### config.mk
export PLATFORM = sky130hd
export DESIGN_NAME = netbios_name_query_responder_top
export DESIGN_NICKNAME = d
export VERILOG_FILES = /design/src/sv/nbq_pkg.sv /design/src/sv/nbq_front.sv /design/src/sv/nbq_job_fifo.sv /design/src/sv/nbq_back.sv /design/src/sv/netbios_name_query_responder_top.sv
export SDC_FILE = /design/constraint.sdc
export NUM_CORES = 1
export LEC_CHECK = 0
export ABC_AREA = 1
export BUFFER_PORTS_ARGS = -buffer_cell sky130_fd_sc_hd__buf_4
export CELL_PAD_IN_SITES_DETAIL_PLACEMENT = 0
export CELL_PAD_IN_SITES_GLOBAL_PLACEMENT = 1
export CORE_ASPECT_RATIO = 1.1
export CORE_MARGIN = 5
export CORE_UTILIZATION = 43
export CTS_CLUSTER_SIZE = 25
export DETAILED_ROUTE_END_ITERATION = 6
export PLACE_DENSITY = 0.88
export SLEW_MARGIN = 15
export SYNTH_ARGS = -nofsm -noshare
export SYNTH_HDL_FRONTEND = slang
export SYNTH_SLANG_ARGS = --single-unit
### constraint.sdc
create_clock -name clk_i -period 5.7 [get_ports clk_i]
set_input_delay 0.57 -clock clk_i [delete_from_list [all_inputs] [get_ports clk_i]]
set_output_delay 0.57 -clock clk_i [all_outputs]
set_load 0.01 [all_outputs]
### src/sv/nbq_pkg.sv
// ----------------------------------------------------------------------------
// NetBIOS name query responder package
// Shared types, register indexes and the first-level name encoding.
// ----------------------------------------------------------------------------
package nbq_pkg;

  localparam logic [3:0] MAX_NAME_CHARS = 4'd15;
  localparam int unsigned JOB_DEPTH = 2;
  localparam int unsigned JOB_PTR_W = (JOB_DEPTH > 1) ? $clog2(JOB_DEPTH) : 1;
  localparam int unsigned JOB_CNT_W = $clog2(JOB_DEPTH + 1);

  localparam logic [7:0] CFG_NAME_FIRST = 8'd0;
  localparam logic [7:0] CFG_NAME_LAST  = 8'd1;
  localparam logic [7:0] CFG_NAME_LEN   = 8'd2;
  localparam logic [7:0] CFG_LOCAL_ADDR = 8'd3;

  localparam logic [5:0] RESP_LAST_POS = 6'd61;
  localparam logic [5:0] MIN_LAST_POS  = 6'd45;

  typedef struct packed {
    logic [7:0] rx_byte;
    logic       end_of_packet;
  } in_word_t;

  typedef struct packed {
    logic [7:0] tx_byte;
    logic       tx_last;
  } out_word_t;

  typedef struct packed {
    logic [63:0] name_first;
    logic [55:0] name_last;
    logic [3:0]  name_len;
    logic [31:0] local_addr;
  } cfg_t;

  typedef struct packed {
    logic [15:0] tid;
  } job_t;

  // Encoded name byte k (0..31) of the padded, uppercased configured name.
  function automatic logic [7:0] enc_byte(input cfg_t cfg, input logic [4:0] k);
    logic [3:0] i;
    logic [3:0] used;
    logic [7:0] c;
    logic [7:0] r;
    logic [3:0] nib;
    i    = k[4:1];
    used = (cfg.name_len > MAX_NAME_CHARS) ? MAX_NAME_CHARS : cfg.name_len;
    if (i[3]) begin
      c = 8'(cfg.name_last >> {3'd6 - i[2:0], 3'b000});
    end else begin
      c = 8'(cfg.name_first >> {3'd7 - i[2:0], 3'b000});
    end
    if (c >= 8'h61 && c <= 8'h7A) begin
      c = c - 8'h20;
    end
    if (i == 4'd15) begin
      r = 8'h00;
    end else if (i >= used) begin
      r = 8'h20;
    end else begin
      r = c;
    end
    nib = k[0] ? r[3:0] : r[7:4];
    return 8'h41 + {4'b0000, nib};
  endfunction

endpackage

### src/sv/nbq_front.sv
// ----------------------------------------------------------------------------
// NetBIOS name query responder front end
// Takes query bytes, captures the id, runs the checks, queues answer jobs.
// ----------------------------------------------------------------------------
module nbq_front (
  input  logic             clk_i,
  input  logic             rst_ni,
  input  nbq_pkg::cfg_t    cfg_i,
  input  logic             in_valid_i,
  input  nbq_pkg::in_word_t in_word_i,
  input  logic             job_full_i,
  output logic             in_ready_o,
  output logic             job_push_o,
  output nbq_pkg::job_t    job_o
);

  logic [5:0]  pos_q, pos_d;
  logic [15:0] tid_q, tid_d;
  logic        hdr_ok_q, hdr_ok_d;
  logic        qn_q, qn_d;
  logic        name_ok_q, name_ok_d;
  logic        accept;
  logic        eop;
  logic [7:0]  b;
  logic [5:0]  name_idx;
  logic        pass;

  assign in_ready_o = ~job_full_i;
  assign accept     = in_valid_i & ~job_full_i;
  assign b          = in_word_i.rx_byte;
  assign eop        = in_word_i.end_of_packet;
  assign name_idx   = pos_q - 6'd13;

  always_comb begin
    tid_d     = tid_q;
    hdr_ok_d  = hdr_ok_q;
    qn_d      = qn_q;
    name_ok_d = name_ok_q;
    if (pos_q == 6'd0) begin
      tid_d = {b, tid_q[7:0]};
    end else if (pos_q == 6'd1) begin
      tid_d = {tid_q[15:8], b};
    end else if (pos_q == 6'd2) begin
      if ((b & 8'hF8) != 8'h00) hdr_ok_d = 1'b0;
    end else if (pos_q == 6'd4 || pos_q == 6'd5) begin
      if (b != 8'h00) qn_d = 1'b1;
    end else if (pos_q == 6'd12) begin
      if (b != 8'h20) name_ok_d = 1'b0;
    end else if (pos_q > 6'd12 && pos_q < 6'd45) begin
      if (b != nbq_pkg::enc_byte(cfg_i, name_idx[4:0])) name_ok_d = 1'b0;
    end
    pass = (pos_q >= nbq_pkg::MIN_LAST_POS) & hdr_ok_d & qn_d & name_ok_d;
    pos_d = (pos_q == 6'd63) ? pos_q : pos_q + 6'd1;
  end

  assign job_push_o = accept & eop & pass;
  assign job_o.tid  = tid_d;

  always_ff @(posedge clk_i or negedge rst_ni) begin
    if (!rst_ni) begin
      pos_q     <= '0;
      tid_q     <= '0;
      hdr_ok_q  <= 1'b1;
      qn_q      <= 1'b0;
      name_ok_q <= 1'b1;
    end else if (accept) begin
      if (eop) begin
        pos_q     <= '0;
        tid_q     <= '0;
        hdr_ok_q  <= 1'b1;
        qn_q      <= 1'b0;
        name_ok_q <= 1'b1;
      end else begin
        pos_q     <= pos_d;
        tid_q     <= tid_d;
        hdr_ok_q  <= hdr_ok_d;
        qn_q      <= qn_d;
        name_ok_q <= name_ok_d;
      end
    end
  end

endmodule

### src/sv/nbq_job_fifo.sv
// ----------------------------------------------------------------------------
// NetBIOS name query responder job queue
// Short queue of accepted queries between the front end and the back end.
// ----------------------------------------------------------------------------
module nbq_job_fifo (
  input  logic          clk_i,
  input  logic          rst_ni,
  input  logic          push_i,
  input  nbq_pkg::job_t job_i,
  output logic          full_o,
  input  logic          pop_i,
  output nbq_pkg::job_t job_o,
  output logic          empty_o
);

  nbq_pkg::job_t                   mem_q [nbq_pkg::JOB_DEPTH];
  logic [nbq_pkg::JOB_PTR_W-1:0]   wr_q, rd_q;
  logic [nbq_pkg::JOB_CNT_W-1:0]   cnt_q;
  logic                            do_push, do_pop;

  assign full_o  = (cnt_q == nbq_pkg::JOB_CNT_W'(nbq_pkg::JOB_DEPTH));
  assign empty_o = (cnt_q == '0);
  assign do_push = push_i & ~full_o;
  assign do_pop  = pop_i & ~empty_o;
  assign job_o   = mem_q[rd_q];

  always_ff @(posedge clk_i) begin
    if (do_push) begin
      mem_q[wr_q] <= job_i;
    end
  end

  always_ff @(posedge clk_i or negedge rst_ni) begin
    if (!rst_ni) begin
      wr_q  <= '0;
      rd_q  <= '0;
      cnt_q <= '0;
    end else begin
      if (do_push) begin
        wr_q <= (wr_q == nbq_pkg::JOB_PTR_W'(nbq_pkg::JOB_DEPTH - 1)) ? '0 : wr_q + 1'b1;
      end
      if (do_pop) begin
        rd_q <= (rd_q == nbq_pkg::JOB_PTR_W'(nbq_pkg::JOB_DEPTH - 1)) ? '0 : rd_q + 1'b1;
      end
      if (do_push & ~do_pop) begin
        cnt_q <= cnt_q + 1'b1;
      end else if (do_pop & ~do_push) begin
        cnt_q <= cnt_q - 1'b1;
      end
    end
  end

endmodule

### src/sv/nbq_back.sv
// ----------------------------------------------------------------------------
// NetBIOS name query responder back end
// Streams the 62-byte positive answer record for each queued job.
// ----------------------------------------------------------------------------
module nbq_back (
  input  logic              clk_i,
  input  logic              rst_ni,
  input  nbq_pkg::cfg_t     cfg_i,
  input  logic              job_empty_i,
  input  nbq_pkg::job_t     job_i,
  output logic              job_pop_o,
  input  logic              out_pop_i,
  output logic              out_valid_o,
  output nbq_pkg::out_word_t out_word_o
);

  logic               busy_q;
  logic [5:0]         cnt_q;
  logic [15:0]        tid_q;
  logic               out_valid_q;
  nbq_pkg::out_word_t out_word_q;
  logic               slot_free;
  logic               emit;
  logic [7:0]         resp;
  logic [5:0]         name_idx;

  assign slot_free   = ~out_valid_q | out_pop_i;
  assign emit        = busy_q & slot_free;
  assign job_pop_o   = ~busy_q & ~job_empty_i;
  assign out_valid_o = out_valid_q;
  assign out_word_o  = out_word_q;
  assign name_idx    = cnt_q - 6'd13;

  always_comb begin
    case (cnt_q)
      6'd0:    resp = tid_q[15:8];
      6'd1:    resp = tid_q[7:0];
      6'd2:    resp = 8'h85;
      6'd7:    resp = 8'h01;
      6'd12:   resp = 8'h20;
      6'd47:   resp = 8'h20;
      6'd49:   resp = 8'h01;
      6'd52:   resp = 8'h01;
      6'd53:   resp = 8'h2C;
      6'd55:   resp = 8'h06;
      6'd58:   resp = cfg_i.local_addr[31:24];
      6'd59:   resp = cfg_i.local_addr[23:16];
      6'd60:   resp = cfg_i.local_addr[15:8];
      6'd61:   resp = cfg_i.local_addr[7:0];
      default: begin
        if (cnt_q > 6'd12 && cnt_q < 6'd45) begin
          resp = nbq_pkg::enc_byte(cfg_i, name_idx[4:0]);
        end else begin
          resp = 8'h00;
        end
      end
    endcase
  end

  always_ff @(posedge clk_i) begin
    if (job_pop_o) begin
      tid_q <= job_i.tid;
    end
    if (emit) begin
      out_word_q.tx_byte <= resp;
      out_word_q.tx_last <= (cnt_q == nbq_pkg::RESP_LAST_POS);
    end
  end

  always_ff @(posedge clk_i or negedge rst_ni) begin
    if (!rst_ni) begin
      busy_q      <= 1'b0;
      cnt_q       <= '0;
      out_valid_q <= 1'b0;
    end else begin
      if (job_pop_o) begin
        busy_q <= 1'b1;
        cnt_q  <= '0;
      end else if (emit) begin
        cnt_q <= cnt_q + 6'd1;
        if (cnt_q == nbq_pkg::RESP_LAST_POS) begin
          busy_q <= 1'b0;
        end
      end
      if (emit) begin
        out_valid_q <= 1'b1;
      end else if (out_pop_i) begin
        out_valid_q <= 1'b0;
      end
    end
  end

endmodule

### src/sv/netbios_name_query_responder_top.sv
// ----------------------------------------------------------------------------
// NetBIOS name query responder
// Answers a matching NetBIOS name query with a positive name query response.
// ----------------------------------------------------------------------------
// Channel   Handshake               Word
// input     push / full             in_word_i  (rx_byte, end_of_packet)
// result    pop / empty             out_word_o (tx_byte, tx_last)
// config    cfg_valid_i/cfg_ready_o cfg_index_i, cfg_data_i
//
// The front end takes one query byte per cycle unless the job queue is full.
// A passing query becomes a job in a two-entry queue; full rises only when
// two answers are still waiting to start. The back end sends one answer byte
// per cycle while pop is held. Reset is asynchronous and needs no clearing
// pass; configuration is always taken.
// ----------------------------------------------------------------------------
module netbios_name_query_responder_top (
  input  logic               clk_i,
  input  logic               rst_ni,
  input  logic               push,
  output logic               full,
  input  nbq_pkg::in_word_t  in_word_i,
  input  logic               pop,
  output logic               empty,
  output nbq_pkg::out_word_t out_word_o,
  input  logic               cfg_valid_i,
  output logic               cfg_ready_o,
  input  logic [7:0]         cfg_index_i,
  input  logic [63:0]        cfg_data_i
);

  nbq_pkg::cfg_t cfg_q;
  nbq_pkg::job_t fr_job, bk_job;
  logic          fr_ready, job_push, job_full, job_pop, job_empty, out_valid;

  assign cfg_ready_o = 1'b1;
  assign full        = ~fr_ready;
  assign empty       = ~out_valid;

  always_ff @(posedge clk_i or negedge rst_ni) begin
    if (!rst_ni) begin
      cfg_q <= '0;
    end else if (cfg_valid_i) begin
      unique case (cfg_index_i)
        nbq_pkg::CFG_NAME_FIRST: cfg_q.name_first <= cfg_data_i;
        nbq_pkg::CFG_NAME_LAST:  cfg_q.name_last  <= cfg_data_i[55:0];
        nbq_pkg::CFG_NAME_LEN:   cfg_q.name_len   <= cfg_data_i[3:0];
        nbq_pkg::CFG_LOCAL_ADDR: cfg_q.local_addr <= cfg_data_i[31:0];
        default: ;
      endcase
    end
  end

  nbq_front u_front (
    .clk_i      (clk_i),
    .rst_ni     (rst_ni),
    .cfg_i      (cfg_q),
    .in_valid_i (push),
    .in_word_i  (in_word_i),
    .job_full_i (job_full),
    .in_ready_o (fr_ready),
    .job_push_o (job_push),
    .job_o      (fr_job)
  );

  nbq_job_fifo u_fifo (
    .clk_i   (clk_i),
    .rst_ni  (rst_ni),
    .push_i  (job_push),
    .job_i   (fr_job),
    .full_o  (job_full),
    .pop_i   (job_pop),
    .job_o   (bk_job),
    .empty_o (job_empty)
  );

  nbq_back u_back (
    .clk_i       (clk_i),
    .rst_ni      (rst_ni),
    .cfg_i       (cfg_q),
    .job_empty_i (job_empty),
    .job_i       (bk_job),
    .job_pop_o   (job_pop),
    .out_pop_i   (pop),
    .out_valid_o (out_valid),
    .out_word_o  (out_word_o)
  );

endmodule

==> flow_summary_export.csv <==
group,metric,value,unit
grt,track_usage,0.233,
die,die_x,180,µm
power_and_ir_drop,switching_fraction,0.480,
route,num_vias,12060,
logic_synthesis,netlist_cell_types,57,
clocking,worst_setup_hold_path_clk_slew,0.07,ns
timing,final.setup_skew,0.0171,ns
route,remaining_drc_errors,0,
timing,finalMaxSlewViolations,0,
logic_synthesis,synth_sequential_area_ratio,0.480,
layout,fillerInstances,3134,
logic_synthesis,post_synth_mux_area_share,0.00331,
run_status,run_status,"complete, no violations",
die,die_area,35400,µm²
job,max_cap_violations,0,
layout,stdcell_area,15500,µm²
logic_synthesis,synth_fa_ha_area_frac,0.0211,
logic_synthesis,syn-instance-count,1779,
layout,post_route_cells_drive_above_1_share,0.0960,
logic_synthesis,synth_nets,1888,
timing,totalNegativeSetupSlack,0,ns
logic_synthesis,synth_top_family_by_area,"simple AND/OR/NAND/NOR gates",
timing,worst-slew-pin-transition,1.05,ns
power_and_ir_drop,leakage,7.54,nW
logic_synthesis,syn_area_per_cell,7.66,µm²
placement,postPlaceCellArea,14700,µm²
grt,antenna_violations_before_repair,1,
route,wirelength,42100,µm
logic_synthesis,synthSimpleGateAreaFrac,0.218,
logic_synthesis,synth.cell_area,13600,µm²
timing,layout_worst_path_cycle_share,0.903,
route,vias_per_cell,5.30,
setup_path,setup_crit_start_kind,"flop",
timing,final_hold_vios,0,
timing,grt_setup_unrepaired,"no",
clocking,postCtsResizedCells,0,
setup_path,critPathRequiredTime,5.89,ns
power_and_ir_drop,power_frac_seq,0.258,
setup_path,worst-endpoint-arrival,5.33,ns
power_and_ir_drop,vdd_ir_drop_max,0.000301,V
placement,gp_routability_congestion,0.907,
power_and_ir_drop,pwr-share-comb,0.549,
layout,finalNonFillerCells,2275,
clocking,tritoncts_num_sinks,250,
logic_synthesis,ys_seq_elements,250,
clocking,tritoncts,"yes",
layout,fin_nets,1945,
setup_path,crit_end_category,"flop",
timing,report.final.setup_viol,0,
die,row_count,68,
route,avgRoutedWirePerCell,18.5,µm
route,detail_route.first_pass.iterations,7,
placement,placement.io_buffers,96,
route,drt_first_iter_violations,1165,
logic_synthesis,synth-edff-count,57,
grt,grt_first_pass_wirelength,66000,µm
power_and_ir_drop,int_power,4.52,mW
clocking,htree_levels,1,
die,starting_density,0.435,
logic_synthesis,synth_xor_xnor_area_share,0.00790,
power_and_ir_drop,net-switching-power,4.17,mW
logic_synthesis,synthesis.yosys.warnings,0,
hold_path,hold_path.class,"in -> async",
clocking,cts_made_buffers,26,
setup_path,critical_path_class,"reg -> reg",
clocking,ctsLongestPathBuffers,3,
grt,grt_pass1_vias,11500,
timing,min_period,5.15,ns
layout,num_antenna_cells,0,
grt,grt_max_degree,113,
timing,timing.max_slew.rel_slack,0.298,
die,floorplan.die.height,197,µm
logic_synthesis,synthFlopType,"sky130_fd_sc_hd__dfrtp_1",
setup_path,critical_path.max_fanout,16,
layout,area_growth_syn_to_layout,13.6,%
placement,post-place-cells,2228,
die,num_io_pins,98,
clocking,post_cts_buffers,0,
logic_synthesis,synth_compound_area_frac,0.176,
placement,dp.final_hpwl,30900,µm
power_and_ir_drop,power-per-cell-area,561,nW/µm²
logic_synthesis,synth_async_sr_flop_share,0.772,
timing,fmax,194,MHz
die,design.core.area,31300,µm²
grt,grt-ovfl-total,0,
clocking,cts_hold_bufs,0,
clocking,cts_root_buffer,"sky130_fd_sc_hd__clkbuf_16",
route,antenna_violating_nets_post_route,0,
clocking,skew_pair_late_insertion_delay,0.56,ns
power_and_ir_drop,share_clk_of_total_power,0.193,
-- layout make-up --
class,count,area (µm²),area share
Inverter,237,890,0.0575
Clock buffer,37,712,0.0460
Clock inverter,10,109,0.00703
Timing Repair Buffer,113,867,0.0560
Sequential cell,250,6540,0.423
Tap cell,420,526,0.0340
Multi-Input combinational cell,1208,5830,0.377
-- metrics by stage --
stage | utilization | total power, mW | worst slack, ns | hold slack, ns
after detailed placement | 0.468 | 6.94 | 0.587 | 0.473
after CTS | 0.494 | 8.65 | 0.567 | 0.0708
after global placement | 0.468 | 6.91 | 0.609 | 0.466
after floorplan | - | 5.59 | 1.19 | 0.274
after global routing | 0.494 | 9.38 | 0.00148 | 0.0973
final | 0.494 | 8.69 | 0.554 | 0.0447
-- routing by layer --
metal	part of all wire	global-route usage	up-vias
li1	-	-	5896
met1	0.44	0.323	5697
met2	0.47	0.382	396
met3	0.066	0.0404	69
met4	0.024	0.0601	2
met5	0.00017	0	-
-- registers in the layout, indices dropped and copies added (netlist names), 2 cells and up --
name,cells
cfg_q,156
u_back.cnt_q,6
u_back.out_word_o,9
u_back.tid_q,16
u_fifo.cnt_q,2
u_fifo.mem_q,32
u_front.pos_q,6
u_front.tid_q,16
-- cells in the mapped netlist (3+ instances only) --
| master | count | share of area |
|---|---|---|
| sky130_fd_sc_hd__nand2_1 | 541 | 0.15 |
| sky130_fd_sc_hd__o21ai_0 | 280 | 0.10 |
| sky130_fd_sc_hd__inv_1 | 234 | 0.064 |
| sky130_fd_sc_hd__dfrtp_1 | 191 | 0.35 |
| sky130_fd_sc_hd__nor2_1 | 90 | 0.025 |
| sky130_fd_sc_hd__nand3_1 | 69 | 0.025 |
| sky130_fd_sc_hd__a21oi_1 | 68 | 0.025 |
| sky130_fd_sc_hd__clkbuf_1 | 58 | 0.016 |
| sky130_fd_sc_hd__edfxtp_1 | 57 | 0.13 |
| sky130_fd_sc_hd__ha_1 | 23 | 0.021 |
| sky130_fd_sc_hd__o211ai_1 | 21 | 0.012 |
| sky130_fd_sc_hd__o22ai_1 | 16 | 0.0073 |
| sky130_fd_sc_hd__buf_2 | 14 | 0.0051 |
| sky130_fd_sc_hd__nand4_1 | 12 | 0.0055 |
| sky130_fd_sc_hd__nor3_1 | 10 | 0.0037 |
| sky130_fd_sc_hd__a221oi_1 | 9 | 0.0058 |
| sky130_fd_sc_hd__a31oi_1 | 6 | 0.0028 |
| sky130_fd_sc_hd__a211oi_1 | 5 | 0.0028 |
| sky130_fd_sc_hd__or2_2 | 5 | 0.0023 |
| sky130_fd_sc_hd__buf_4 | 4 | 0.0022 |
| sky130_fd_sc_hd__mux2_2 | 4 | 0.0033 |
| sky130_fd_sc_hd__nand2_2 | 4 | 0.0018 |
| sky130_fd_sc_hd__xor2_1 | 4 | 0.0026 |
| sky130_fd_sc_hd__a2111oi_0 | 3 | 0.0019 |
| sky130_fd_sc_hd__a22o_1 | 3 | 0.0019 |
| sky130_fd_sc_hd__buf_6 | 3 | 0.0025 |
| sky130_fd_sc_hd__nor4_1 | 3 | 0.0014 |
-- cell usage in the layout, fill, tap and decap left out, types with 4 or more instances in the layout --
cell type and count:
sky130_fd_sc_hd__a21oi_1 67, sky130_fd_sc_hd__clkbuf_16 26, sky130_fd_sc_hd__edfxtp_1 57, sky130_fd_sc_hd__nor2_1 90, sky130_fd_sc_hd__ha_1 21, sky130_fd_sc_hd__nand2_1 539, sky130_fd_sc_hd__nand3_1 69, sky130_fd_sc_hd__o21ai_0 280
sky130_fd_sc_hd__clkinv_1 6, sky130_fd_sc_hd__o211ai_1 21, sky130_fd_sc_hd__a31oi_1 6, sky130_fd_sc_hd__a211oi_1 5, sky130_fd_sc_hd__buf_4 111, sky130_fd_sc_hd__a221oi_1 9, sky130_fd_sc_hd__or2_2 5, sky130_fd_sc_hd__o22ai_1 16
sky130_fd_sc_hd__nand2_2 4, sky130_fd_sc_hd__inv_1 234, sky130_fd_sc_hd__nand4_1 12, sky130_fd_sc_hd__nor3_1 10, sky130_fd_sc_hd__dfrtp_1 191, sky130_fd_sc_hd__xor2_1 4, sky130_fd_sc_hd__clkbuf_1 9, sky130_fd_sc_hd__mux2_2 4
-- final timing paths --
check                                                      to  slack (ns)  cells past startpoint                         start
worst min-delay path                    cfg_q[78]$_DFFE_PN0P_        0.04                      1                        rst_ni
worst min register to register           cfg_q[6]$_DFFE_PN0P_        0.48                      2          cfg_q[6]$_DFFE_PN0P_
worst max register to register  u_fifo.mem_q[0][14]$_DFFE_PP_        0.55                     27  u_front.pos_q[0]$_DFFE_PN0P_
max in group asynchronous              cfg_q[102]$_DFFE_PN0P_        4.36                      2                        rst_ni
min in group clk_i                     cfg_q[149]$_DFFE_PN0P_        0.26                      2                cfg_data_i[57]
worst max-delay path            u_fifo.mem_q[0][14]$_DFFE_PP_        0.55                     27  u_front.pos_q[0]$_DFFE_PN0P_
-- power by group through the flow --
stage / Clock, mW / Sequential, mW / Combinational [mW]
global placement: 0 / 2.26 / 4.65
global route: 1.78 / 2.26 / 5.35
floorplan: 0 / 2.21 / 3.39
finish: 1.68 / 2.24 / 4.77
detailed placement: 0 / 2.27 / 4.67
CTS: 1.70 / 2.23 / 4.71
-- kinds of logic (layout without fill, tap and decap cells) --
group                      count (synthesis)  after routing
AOI/OAI and AO/OA                        431            431
xor gates and xnor gates                   8              8
adders and majority gates                 23             23
buffers and inverters                    321            397
DFF                                      250            250
muxes                                      4              4
other                                      1              1
and+or+nand+nor                          741            741
-- worst max-delay path: stages (launching register included) --
cell,delay [ns]
sky130_fd_sc_hd__dfrtp_1,0.53
sky130_fd_sc_hd__inv_1,0.19
sky130_fd_sc_hd__ha_2,0.53
sky130_fd_sc_hd__inv_1,0.12
sky130_fd_sc_hd__buf_4,0.20
sky130_fd_sc_hd__nand3_1,0.15
sky130_fd_sc_hd__nand2_1,0.29
sky130_fd_sc_hd__nand2_1,0.13
sky130_fd_sc_hd__o21ai_0,0.09
sky130_fd_sc_hd__nand2_1,0.08
sky130_fd_sc_hd__nand3_1,0.06
sky130_fd_sc_hd__nand2_1,0.16
sky130_fd_sc_hd__nand2_1,0.06
sky130_fd_sc_hd__nor2_1,0.16
sky130_fd_sc_hd__nand3_1,0.12
sky130_fd_sc_hd__nand2_1,0.08
sky130_fd_sc_hd__nand3_1,0.10
sky130_fd_sc_hd__nand2_1,0.09
sky130_fd_sc_hd__inv_1,0.04
sky130_fd_sc_hd__ha_1,0.27
sky130_fd_sc_hd__xor2_1,0.14
sky130_fd_sc_hd__nor3_1,0.16
sky130_fd_sc_hd__o21ai_0,0.11
sky130_fd_sc_hd__nor2_1,0.11
sky130_fd_sc_hd__nand2_1,0.08
sky130_fd_sc_hd__a21oi_2,0.15
sky130_fd_sc_hd__nand4_1,0.11
sky130_fd_sc_hd__inv_1,0.46
No activity file was read; power rests on OpenSTA's default activity.
